$ cat src/hw/rtl/temperature_setpoint_frame_encoder_core_macros.svh
`ifndef TEMPERATURE_SETPOINT_FRAME_ENCODER_CORE_MACROS_SVH
`define TEMPERATURE_SETPOINT_FRAME_ENCODER_CORE_MACROS_SVH

// Same-cycle implication, sampled on clk, off while arst_n is low
`define TSFE_ASSERT_IMPLY(lbl, ante, cons, msg) \
	lbl: assert property (@(posedge clk) disable iff (!arst_n) (ante) |-> (cons)) \
		else $error(msg);

// Next-cycle implication, sampled on clk, off while arst_n is low
`define TSFE_ASSERT_NEXT(lbl, ante, cons, msg) \
	lbl: assert property (@(posedge clk) disable iff (!arst_n) (ante) |=> (cons)) \
		else $error(msg);

`endif

$ cat src/hw/rtl/tsfe_pkg.sv
`default_nettype none

package tsfe_pkg;

	localparam int TEMP_W = 17;
	localparam int FRAME_LEN = 11;
	localparam int IDX_W = $clog2(FRAME_LEN);

	typedef logic signed [TEMP_W-1:0] temp_t;
	typedef logic [7:0] byte_t;
	typedef logic [IDX_W-1:0] idx_t;

	// 50 and 95 degrees F in 1/256 degree units
	localparam temp_t DEF_MIN_TEMP = 17'sd12800;
	localparam temp_t DEF_MAX_TEMP = 17'sd24320;

	localparam logic REG_MIN_TEMP = 1'b0;
	localparam logic REG_MAX_TEMP = 1'b1;

	localparam byte_t BYTE_SYNC = 8'h5a;
	localparam byte_t BYTE_ADDR = 8'h01;
	localparam byte_t BYTE_LEN  = 8'h09;
	localparam byte_t BYTE_ZERO = 8'h00;
	localparam byte_t BYTE_CMD  = 8'h05;
	localparam byte_t BYTE_SUB  = 8'h2b;
	localparam byte_t BYTE_ONE  = 8'h01;
	localparam byte_t BYTE_TAIL = 8'h32;

	localparam idx_t POS_SYNC  = 4'd0;
	localparam idx_t POS_ADDR  = 4'd1;
	localparam idx_t POS_LEN   = 4'd2;
	localparam idx_t POS_ZERO  = 4'd3;
	localparam idx_t POS_CMD   = 4'd4;
	localparam idx_t POS_SUB   = 4'd5;
	localparam idx_t POS_ONE   = 4'd6;
	localparam idx_t POS_WHOLE = 4'd7;
	localparam idx_t POS_FINE  = 4'd8;
	localparam idx_t POS_TAIL  = 4'd9;
	localparam idx_t POS_CSUM  = 4'd10;

	// XOR of the fixed bytes covered by the checksum
	localparam byte_t HDR_XOR = BYTE_ADDR ^ BYTE_LEN ^ BYTE_ZERO ^ BYTE_CMD ^ BYTE_SUB
		^ BYTE_ONE ^ BYTE_TAIL;

	localparam byte_t FINE_CARRY_LIMIT = 8'd99;

	typedef struct packed {
		byte_t whole;
		byte_t fine;
		byte_t csum;
	} frame_info_t;

	function automatic byte_t frame_const(input idx_t pos);
		byte_t b;
		unique case (pos)
			POS_SYNC: b = BYTE_SYNC;
			POS_ADDR: b = BYTE_ADDR;
			POS_LEN:  b = BYTE_LEN;
			POS_ZERO: b = BYTE_ZERO;
			POS_CMD:  b = BYTE_CMD;
			POS_SUB:  b = BYTE_SUB;
			POS_ONE:  b = BYTE_ONE;
			POS_TAIL: b = BYTE_TAIL;
			default:  b = BYTE_ZERO;
		endcase
		return b;
	endfunction

endpackage

`default_nettype wire

$ cat src/hw/rtl/tsfe_calc.sv
`default_nettype none
`include "temperature_setpoint_frame_encoder_core_macros.svh"

module tsfe_calc (
	input  wire logic                 clk,
	input  wire logic                 arst_n,
	input  wire logic                 in_valid,
	output logic                      in_ready,
	input  wire tsfe_pkg::temp_t      target_temp,
	input  wire tsfe_pkg::temp_t      min_temp,
	input  wire tsfe_pkg::temp_t      max_temp,
	output logic                      dn_valid,
	input  wire logic                 dn_ready,
	output tsfe_pkg::frame_info_t     dn_info
);

	// floor(m / 896) for m below 2^17: shift by 7, then divide by 7 via reciprocal
	function automatic tsfe_pkg::byte_t div896(input logic [16:0] m);
		logic [20:0] p;
		p = 21'(m[16:7]) * 21'd1171;
		return p[20:13];
	endfunction

	logic v1_q, v2_q, v3_q;
	logic adv1, adv2, adv3;

	tsfe_pkg::temp_t t_s1;
	logic [8:0]  q_s2;
	logic [19:0] ap_s2;
	tsfe_pkg::byte_t w_s3, fine1_s3, fine2_s3;

	tsfe_pkg::temp_t lo, hi, tc;
	logic signed [17:0] diff;
	logic signed [20:0] a;
	logic [12:0] u13;
	logic [24:0] prod;
	logic [19:0] ap_d;

	logic [12:0] q9;
	logic [20:0] dd;
	logic [16:0] n;
	tsfe_pkg::byte_t fine1_d, fine2_d;

	logic carry;
	tsfe_pkg::byte_t whole, fine;

	assign adv3 = !v3_q || dn_ready;
	assign adv2 = !v2_q || adv3;
	assign adv1 = !v1_q || adv2;
	assign in_ready = adv1;

	always_ff @(posedge clk or negedge arst_n) begin
		if (!arst_n) begin
			v1_q <= 1'b0;
			v2_q <= 1'b0;
			v3_q <= 1'b0;
		end else begin
			if (adv1) v1_q <= in_valid;
			if (adv2) v2_q <= v1_q;
			if (adv3) v3_q <= v2_q;
		end
	end

	// Stage 1: clamp, scale to Celsius steps, divide by 2304
	always_comb begin
		if (min_temp < max_temp) begin
			lo = min_temp;
			hi = max_temp;
		end else begin
			lo = tsfe_pkg::DEF_MIN_TEMP;
			hi = tsfe_pkg::DEF_MAX_TEMP;
		end
		if (t_s1 < lo)
			tc = lo;
		else if (t_s1 > hi)
			tc = hi;
		else
			tc = t_s1;
		diff = 18'(tc) - 18'sd8192;
		a    = 21'(diff) * 21'sd5;
		// bias by 160*9 so the divide by 9 works on a non-negative value
		u13  = {a[19], a[19:8]} + 13'd1440;
		prod = 25'(u13[11:0]) * 25'd7282;
		ap_d = 20'(a + 21'sd368640);
	end

	always_ff @(posedge clk) begin
		if (adv1) t_s1 <= target_temp;
		if (adv2) begin
			q_s2  <= prod[24:16];
			ap_s2 <= ap_d;
		end
		if (adv3) begin
			w_s3     <= q_s2[7:0] - 8'd160;
			fine1_s3 <= fine1_d;
			fine2_s3 <= fine2_d;
		end
	end

	// Stage 2: remainder in 1/1280 degree F, then the fine step for both candidates
	always_comb begin
		q9 = 13'({q_s2, 3'b000}) + 13'(q_s2);
		dd = {1'b0, ap_s2} - {q9, 8'b0};
		n  = 17'd5376 + 17'(dd[11:0]) * 17'd37;
		fine1_d = div896(n + 17'd448);
		// next whole degree: negative results clamp to zero
		if (n >= 17'd84800)
			fine2_d = div896(n - 17'd84800);
		else
			fine2_d = 8'd0;
	end

	// Stage 3 output: carry into the whole degree when fine overflows
	always_comb begin
		carry = fine1_s3 > tsfe_pkg::FINE_CARRY_LIMIT;
		whole = w_s3 + 8'(carry);
		fine  = carry ? fine2_s3 : fine1_s3;
		dn_info.whole = whole;
		dn_info.fine  = fine;
		dn_info.csum  = tsfe_pkg::HDR_XOR ^ whole ^ fine;
	end

	assign dn_valid = v3_q;

	`TSFE_ASSERT_IMPLY(a_fine_range, v3_q, dn_info.fine <= tsfe_pkg::FINE_CARRY_LIMIT, "fine step out of range")
	`TSFE_ASSERT_NEXT(a_s3_hold, v3_q && !dn_ready, v3_q && $stable(dn_info), "stage 3 lost while stalled")
	`TSFE_ASSERT_NEXT(a_s1_fill, in_valid && in_ready, v1_q, "accepted setpoint not in stage 1")

endmodule

`default_nettype wire

$ cat src/hw/rtl/tsfe_ser.sv
`default_nettype none
`include "temperature_setpoint_frame_encoder_core_macros.svh"

module tsfe_ser (
	input  wire logic                 clk,
	input  wire logic                 arst_n,
	input  wire logic                 ld_valid,
	output logic                      ld_ready,
	input  wire tsfe_pkg::frame_info_t ld_info,
	output logic                      out_valid,
	input  wire logic                 out_ready,
	output tsfe_pkg::byte_t           frame_byte,
	output logic                      last_byte
);

	localparam tsfe_pkg::idx_t LAST_IDX = tsfe_pkg::idx_t'(tsfe_pkg::FRAME_LEN - 1);

	logic busy_q;
	tsfe_pkg::idx_t idx_q;
	tsfe_pkg::frame_info_t info_q;
	logic xfer;

	assign xfer      = busy_q && out_ready;
	assign last_byte = idx_q == LAST_IDX;
	assign ld_ready  = !busy_q || (out_ready && last_byte);
	assign out_valid = busy_q;

	always_ff @(posedge clk or negedge arst_n) begin
		if (!arst_n) begin
			busy_q <= 1'b0;
			idx_q  <= '0;
		end else if (ld_valid && ld_ready) begin
			busy_q <= 1'b1;
			idx_q  <= '0;
		end else if (xfer) begin
			// drop out after the checksum transfer, else advance
			if (last_byte)
				busy_q <= 1'b0;
			else
				idx_q <= idx_q + 1'b1;
		end
	end

	always_ff @(posedge clk) begin
		if (ld_valid && ld_ready) info_q <= ld_info;
	end

	always_comb begin
		case (idx_q)
			tsfe_pkg::POS_WHOLE: frame_byte = info_q.whole;
			tsfe_pkg::POS_FINE:  frame_byte = info_q.fine;
			tsfe_pkg::POS_CSUM:  frame_byte = info_q.csum;
			default:             frame_byte = tsfe_pkg::frame_const(idx_q);
		endcase
	end

	`TSFE_ASSERT_NEXT(a_mid_frame, xfer && !last_byte, busy_q, "frame cut short")
	`TSFE_ASSERT_IMPLY(a_idx_range, busy_q, idx_q <= LAST_IDX, "byte index past frame end")
	`TSFE_ASSERT_NEXT(a_frame_end, xfer && last_byte && !ld_valid, !busy_q, "extra byte after frame")

endmodule

`default_nettype wire

$ cat src/hw/rtl/temperature_setpoint_frame_encoder_core.sv
// A setpoint passes calc stages 1-3 and the serialiser register before its
// first frame byte is valid, then one byte per cycle for 11 bytes while
// out_ready stays high. The serialiser takes the next frame only as the
// last byte goes out; up to three further setpoints are held in the arithmetic pipeline meanwhile.
// Reset (arst_n low): pipeline and serialiser empty, limits back to 50/95 F.
`default_nettype none

module temperature_setpoint_frame_encoder_core (
	input  wire logic             clk,
	input  wire logic             arst_n,
	input  wire logic             in_valid,
	output logic                  in_ready,
	input  wire tsfe_pkg::temp_t  target_temp,
	output logic                  out_valid,
	input  wire logic             out_ready,
	output tsfe_pkg::byte_t       frame_byte,
	output logic                  last_byte,
	input  wire logic             cfg_valid,
	output logic                  cfg_ready,
	input  wire logic             cfg_index,
	input  wire tsfe_pkg::temp_t  cfg_data
);

	tsfe_pkg::temp_t min_temp_q, max_temp_q;
	logic dn_valid, dn_ready;
	tsfe_pkg::frame_info_t dn_info;

	assign cfg_ready = 1'b1;

	always_ff @(posedge clk or negedge arst_n) begin
		if (!arst_n) begin
			min_temp_q <= tsfe_pkg::DEF_MIN_TEMP;
			max_temp_q <= tsfe_pkg::DEF_MAX_TEMP;
		end else if (cfg_valid) begin
			unique case (cfg_index)
				tsfe_pkg::REG_MIN_TEMP: min_temp_q <= cfg_data;
				tsfe_pkg::REG_MAX_TEMP: max_temp_q <= cfg_data;
			endcase
		end
	end

	tsfe_calc u_calc (
		.clk         (clk),
		.arst_n      (arst_n),
		.in_valid    (in_valid),
		.in_ready    (in_ready),
		.target_temp (target_temp),
		.min_temp    (min_temp_q),
		.max_temp    (max_temp_q),
		.dn_valid    (dn_valid),
		.dn_ready    (dn_ready),
		.dn_info     (dn_info)
	);

	tsfe_ser u_ser (
		.clk        (clk),
		.arst_n     (arst_n),
		.ld_valid   (dn_valid),
		.ld_ready   (dn_ready),
		.ld_info    (dn_info),
		.out_valid  (out_valid),
		.out_ready  (out_ready),
		.frame_byte (frame_byte),
		.last_byte  (last_byte)
	);

endmodule

`default_nettype wire
$ cat config.mk
export PLATFORM = sky130hd
export DESIGN_NAME = temperature_setpoint_frame_encoder_core
export DESIGN_NICKNAME = d
export VERILOG_FILES = /design/src/hw/rtl/tsfe_pkg.sv /design/src/hw/rtl/tsfe_calc.sv /design/src/hw/rtl/tsfe_ser.sv /design/src/hw/rtl/temperature_setpoint_frame_encoder_core.sv
export VERILOG_INCLUDE_DIRS = /design/src /design/src/hw/rtl
export SDC_FILE = /design/constraint.sdc
export NUM_CORES = 1
export LEC_CHECK = 0
export BUFFER_PORTS_ARGS = -buffer_cell sky130_fd_sc_hd__buf_2
export CORE_AREA = 2 2 161 163
export DETAILED_ROUTE_END_ITERATION = 8
export DIE_AREA = 0 0 163 165
export GPL_TIMING_DRIVEN = 0
export PLACE_DENSITY_LB_ADDON = 0.1
export SETUP_SLACK_MARGIN = 0.4
export SYNTH_ARGS = -nofsm -noshare
export SYNTH_HDL_FRONTEND = slang
export SYNTH_SLANG_ARGS = --single-unit
$ cat constraint.sdc
create_clock -name clk -period 12.65 [get_ports clk]
set_clock_uncertainty 0.2 [all_clocks]
set_input_delay 0 -clock clk [delete_from_list [all_inputs] [get_ports clk]]
set_output_delay 0 -clock clk [all_outputs]
set_load 0.02 [all_outputs]
==> results_dict.tcl, run 1 <==
set metrics [dict create \
    arrival_ps 11760 \
    multiInputGateArea_um2 10300 \
    synth_nets 1863 \
    vias 10600 \
    grt_usage_pct 23.6 \
    io_pins 52 \
    wire_per_inst_um 15.8 \
    totalWireLength_um 30000 \
    yosysWarnings 0 \
    insertion_delay_ps 430 \
    fin_crit_ps 11800 \
    hpwl_um 23600 \
    max_slew_margin_pct 30.6 \
    path_buf_inv 11 \
    port_buffers 49 \
    vias_per_cell 5.56 \
    critPathLaunchType "register" \
    grt_pass1_vias 10900 \
    crit_top_cell "inv_1" \
    maxSlewViolCount 0 \
    cp_slowest_stage_delay_ps 540 \
    finalSetupViolCount 0 \
    die-width_um 163 \
    start_util_pct 57.6 \
    dp_slack_ps -1230 \
    fin_setup_tns_ps 0 \
    critPathKind "register to register" \
    cp-end-kind "register" \
    cpMaxStageDelayCell "fa_1" \
    crit_fanout 10 \
    rsz0062_at_grt "false" \
    dieArea_um2 26900 \
    synth_top_area_cell "ha_1" \
    firstDrtPassIters 5 \
    seq_area_um2 3610 \
    die_h_um 165 \
    cts_made_buffers 17 \
    grt_max_degree 43 \
    synthArstFlopShare_pct 33.1 \
    layout-drive-gt1-share_pct 15.2 \
    fin_crit_sh_pct 93.2 \
    finalHoldViolCount 0 \
    fmax_ghz 0.0848 \
    antenna_found_initial 0 \
    grt_pass1_wl_um 51000 \
    synthCells 1427 \
    synthFlopType "edfxtp_1" \
    cts-root-buf "clkbuf_16" \
    min_path_type "input pin to async pin" \
    drc 0 \
    final_util_pct 66.7 \
    fin_nets 1996 \
    max-cap-violations 0 \
    clock-sinks 127 \
    status "finished clean" \
    core_area_um2 25000 \
    ys_types 83 \
    cts_buffer_depth 2 \
    final_antenna_net_count 0 \
    placementRows 58 \
    antenna_cells 0 \
    tightest_slew_ps 1040 \
    htreeDepth 4 \
    ys_ff_latch 127 \
    overflow 0 \
    synth_top_area_share_pct 28.8 \
    path_clk_slew_ps 70 \
    synthTopCellsByArea "ha_1 (29%), edfxtp_1 (18%), fa_1 (8.9%)" \
    crit_required_ps 12620 \
    n_fill_cell 2038 \
    syn_to_final_growth_pct 15.8 \
    cts_tree "built" \
    synth_edf_count 85 \
    syn_avg_cell_area_um2 10.1 \
    first_iter_violations 369 \
    syn_area_um2 14400 \
    ys_seq_area_share_pct 25.1 \
    gp_congestion 0.860 \
    fin_ws_ps 855 \
    critical_path.top_delay_family "adder cells" \
]
[cells in the mapped netlist (14+ instances only)]
library cell and n:
nor2_1 68, nor3_1 21, mux2_2 41, nand3_1 28
xnor2_1 58, a211oi_1 14, ha_1 332, and2_1 17
nor2b_1 19, a21oi_1 58, dfrtp_1 33, fa_1 64
xor2_1 40, edfxtp_1 85, nand2_1 72, a21o_1 22
inv_1 207, o21ai_0 41
[layout make-up]
cell class                      instances  area share (%)
Multi-Input combinational cell       1070            61.6
Inverter                              208            4.68
Tap cell                              330            2.47
Clock buffer                           17            2.55
Timing Repair Buffer                  114            5.16
Buffer                                 22            1.02
Clock inverter                         15           0.877
Sequential cell                       127            21.6
[registers in the layout (all words and copies together), names as in the netlist]
signal and count:
u_ser.info_q 24, u_calc.w_s3 8, u_calc.fine2_s3 8, u_calc.t_s1 17
u_calc.q_s2 8, u_calc.fine1_s3 8, u_ser.idx_q 4, u_calc.dn_valid 1
u_calc.v1_q 1, u_ser.out_valid 1, u_calc.ap_s2 12, u_calc.v2_q 1
max_temp_q 17, min_temp_q 17
[routing by layer]
layer	global-route usage, %	share of wire (%)	vias up
li1	-	-	5288
met5	0	0	-
met2	43.6	51	185
met4	7.28	2.0	0
met1	29.1	44	5049
met3	2.34	2.7	52
[repair_timing]
item	CTS	global route
resized for setup	42	54
endpoints found under the hold margin	89	0
buffers inserted	13	10
pin swaps	10	23
hold buffers	40	0
endpoints found under the setup margin	8	8
[layout by cell type (no fill, tap or decap), types with 10 or more instances in the layout]
cell type | netlist | layout
a21o_1 | 22 | 22
a21oi_1 | 58 | 47
and2_1 | 17 | 16
and3_1 | 10 | 10
buf_2 | 5 | 50
buf_4 | 2 | 26
clkbuf_16 | 0 | 17
dfrtp_1 | 33 | 33
dlygate4sd3_1 | 0 | 40
edfxtp_1 | 85 | 85
fa_1 | 64 | 63
ha_1 | 332 | 325
inv_1 | 207 | 206
mux2_2 | 41 | 41
nand2_1 | 72 | 70
nand3_1 | 28 | 27
nand4_1 | 13 | 13
nor2_1 | 68 | 68
nor2b_1 | 19 | 18
nor3_1 | 21 | 20
o21a_1 | 13 | 13
o21ai_0 | 41 | 39
xnor2_1 | 58 | 57
xor2_1 | 40 | 37
[cell families after synthesis]
logic type	count (synthesis)	synth area share, %
adders and majority gates	396	37.7
and+or+nand+nor	290	10.1
AOI/OAI and AO/OA	235	11.2
buffers and inverters	230	6.08
DFF	127	25.1
xor gates and xnor gates	99	6.06
muxes	49	3.77
other	1	0.0260
[worst paths after layout]
check / to / slack, ps / depth (start not counted) / from
setup / recovery: u_calc.q_s2[7] / 850 / 51 / min_temp_q[7]
hold / removal: min_temp_q[14] / 70 / 2 / arst_n
setup reg to reg: u_calc.q_s2[7] / 850 / 51 / min_temp_q[7]
hold reg to reg: u_calc.w_s3[4] / 240 / 0 / u_calc.q_s2[4]
max in group asynchronous: max_temp_q[2] / 11550 / 2 / arst_n
min in group clk: u_calc.t_s1[14] / 80 / 2 / target_temp[14]
[stage by stage]
stage,cells,hold WS [ps],cell area (um2)
4_1_cts,1892,64.3,16300
3_5_place_dp,1807,-21.9,15100
3_3_place_gp,1806,-24.1,15100
2_1_floorplan,1427,-496,14400
6_report,1903,65.7,16700
5_1_grt,1903,73.5,16700
Power of run 1 is left out: the tool's default activity adds up to more than one toggle a clock period on the data nets, which glitch-free logic cannot reach.
==> inputs of run 2 (changes only) <==
ABC_AREA = 1   (was default)
CORE_AREA = 2 2 165 167   (was 2 2 161 163)
DIE_AREA = 0 0 167 169   (was 0 0 163 165)
GPL_TIMING_DRIVEN = 1   (was 0)
SKIP_CTS_REPAIR_TIMING = 1   (was default)
==> run 2 against run 1 <==
Net effect: worst setup slack gained 890 ps; sequential cell count is the same; die area is 4.9% higher; global-route usage grew 0.68 points; register-to-register slack better by 890 ps; non-clock buffer count is 49 lower; largest cell class unchanged.
==> results_dict.tcl, run 2 <==
set metrics [dict create \
    antenna_found_initial 0 \
    syn_area_um2 15300 \
    dieArea_um2 28200 \
    ys_ff_latch 127 \
    synth_edf_count 85 \
    synth_nets 2250 \
    overflow 0 \
    largest_register "u_ser.info_q" \
    layout_commonest_cell "nand2_1" \
    fin_area_um2 16800 \
    clock-sinks 127 \
    yosys-top-cells-count "nand2_1 (351), inv_1 (339), ha_1 (332)" \
    placementRows 60 \
    crit_required_ps 12610 \
    fmax_ghz 0.0917 \
    drc 0 \
    totalWireLength_um 33100 \
    synth.most_common_cell "nand2_1" \
    vias 11900 \
    cp-end-kind "register" \
    rsz0062_at_grt "false" \
    die-width_um 167 \
    dpl_cell_area_um2 15900 \
    cts-root-buf "clkbuf_16" \
    synthArstFlopShare_pct 33.1 \
    final_antenna_net_count 0 \
    finalSetupViolCount 0 \
    synth_top_area_cell "ha_1" \
    max-cap-violations 0 \
    max_slew_margin_pct 21.5 \
    dp_slack_ps 1840 \
    crit_fanout 25 \
    synthCells 1814 \
    crit_top_cell "nand2_1" \
    io_pins 52 \
    cts_made_buffers 17 \
    start_util_pct 57.7 \
    n_fill_cell 2341 \
    synthFlopType "edfxtp_1" \
    maxSlewViolCount 0 \
    firstDrtPassIters 5 \
    largest_register_ffs 24 \
    tightest_slew_ps 1180 \
    fin_nets 2342 \
    cts_buffer_depth 2 \
    cts_tree "built" \
    insertion_delay_ps 420 \
    antenna_cells 0 \
    path_clk_slew_ps 60 \
    die_h_um 169 \
    status "finished clean" \
    ys_seq_area_share_pct 23.6 \
    core_area_um2 26500 \
    critPathLaunchType "register" \
    fin_crit_sh_pct 86.2 \
    min_path_type "input pin to async pin" \
    syn_avg_cell_area_um2 8.43 \
    htreeDepth 4 \
    grt_pass1_wl_um 55900 \
    final_cell_mix "nand2_1 (351), inv_1 (339), ha_1 (332)" \
    cpMaxStageDelayCell "dfstp_2" \
    grt_max_degree 43 \
    ys_types 61 \
    finalHoldViolCount 0 \
    wire_per_inst_um 14.6 \
    yosysWarnings 0 \
    synthTopCellsByArea "ha_1 (27%), edfxtp_1 (17%), nand2_1 (8.6%)" \
    arrival_ps 10870 \
    reg2regPathDepth 57 \
    first_iter_violations 494 \
    syn_to_final_growth_pct 10.0 \
    vias_per_cell 5.28 \
    synth_top_area_share_pct 27.2 \
    fin_crit_ps 10910 \
    critPathKind "register to register" \
    fin_setup_tns_ps 0 \
    fin_ws_ps 1740 \
    layout-drive-gt1-share_pct 9.02 \
    grt_pass1_vias 12000 \
    grt_usage_pct 24.3 \
    port_buffers 50 \
    gp_congestion 0.916 \
    cp_slowest_stage_delay_ps 540 \
    final_util_pct 63.5 \
    hpwl_um 27700 \
]
[run 2: layer usage]
layer | up-vias | share of wire (%) | global-route usage [%]
li1 | 6181 | - | -
met1 | 5534 | 44 | 30.0
met2 | 155 | 51 | 44.4
met3 | 64 | 2.1 | 2.85
met4 | 0 | 2.7 | 7.46
met5 | - | 0 | 0
[run 2: logic make-up after synthesis]
group                    synth area share, %
flip-flops                              23.6
AO/OA/AOI/OAI                           10.2
XOR/XNOR                                4.68
adder cells (fa/ha/maj)                 35.5
other                                 0.0245
buffers and inverters                   9.11
AND/OR/NAND/NOR                         16.8
[run 2: path summary, 6_finish.rpt]
kind	from	endpoint	slack, ps
setup / recovery	max_temp_q[12]	u_calc.q_s2[7]	1740
hold reg to reg	u_calc.v2_q	u_calc.dn_valid	250
max in group asynchronous	arst_n	max_temp_q[5]	11610
setup reg to reg	max_temp_q[12]	u_calc.q_s2[7]	1740
min in group clk	target_temp[15]	u_calc.t_s1[15]	80
hold / removal	arst_n	u_ser.idx_q[1]	50
[run 2: per-stage QoR]
stage                     cells  hold WS [ps]
final                      2260          51.6
after detailed placement   2191         -21.9
after floorplan            1814          -496
after CTS                  2223          -467
after global placement     2191         -24.0
after global routing       2260          82.9
[run 2: cell type report]
type	instances	area [um2]	area share (%)
Clock buffer	19	454	2.70
Clock inverter	13	97.6	0.580
Inverter	353	1330	7.88
Multi-Input combinational cell	1320	10300	61.1
Sequential cell	127	3610	21.5
Tap cell	341	427	2.54
Timing Repair Buffer	87	621	3.69
[run 2: critical path: cells and delay by family, from the launching register on]
family          cells  cell delay, ps
flops               1             540
buf+inv            11            1320
compound gates      5             760
xor+xnor            2             310
fa+ha+maj          11            4330
simple gates       28            3180
Power of run 2 is left out for the same reason.
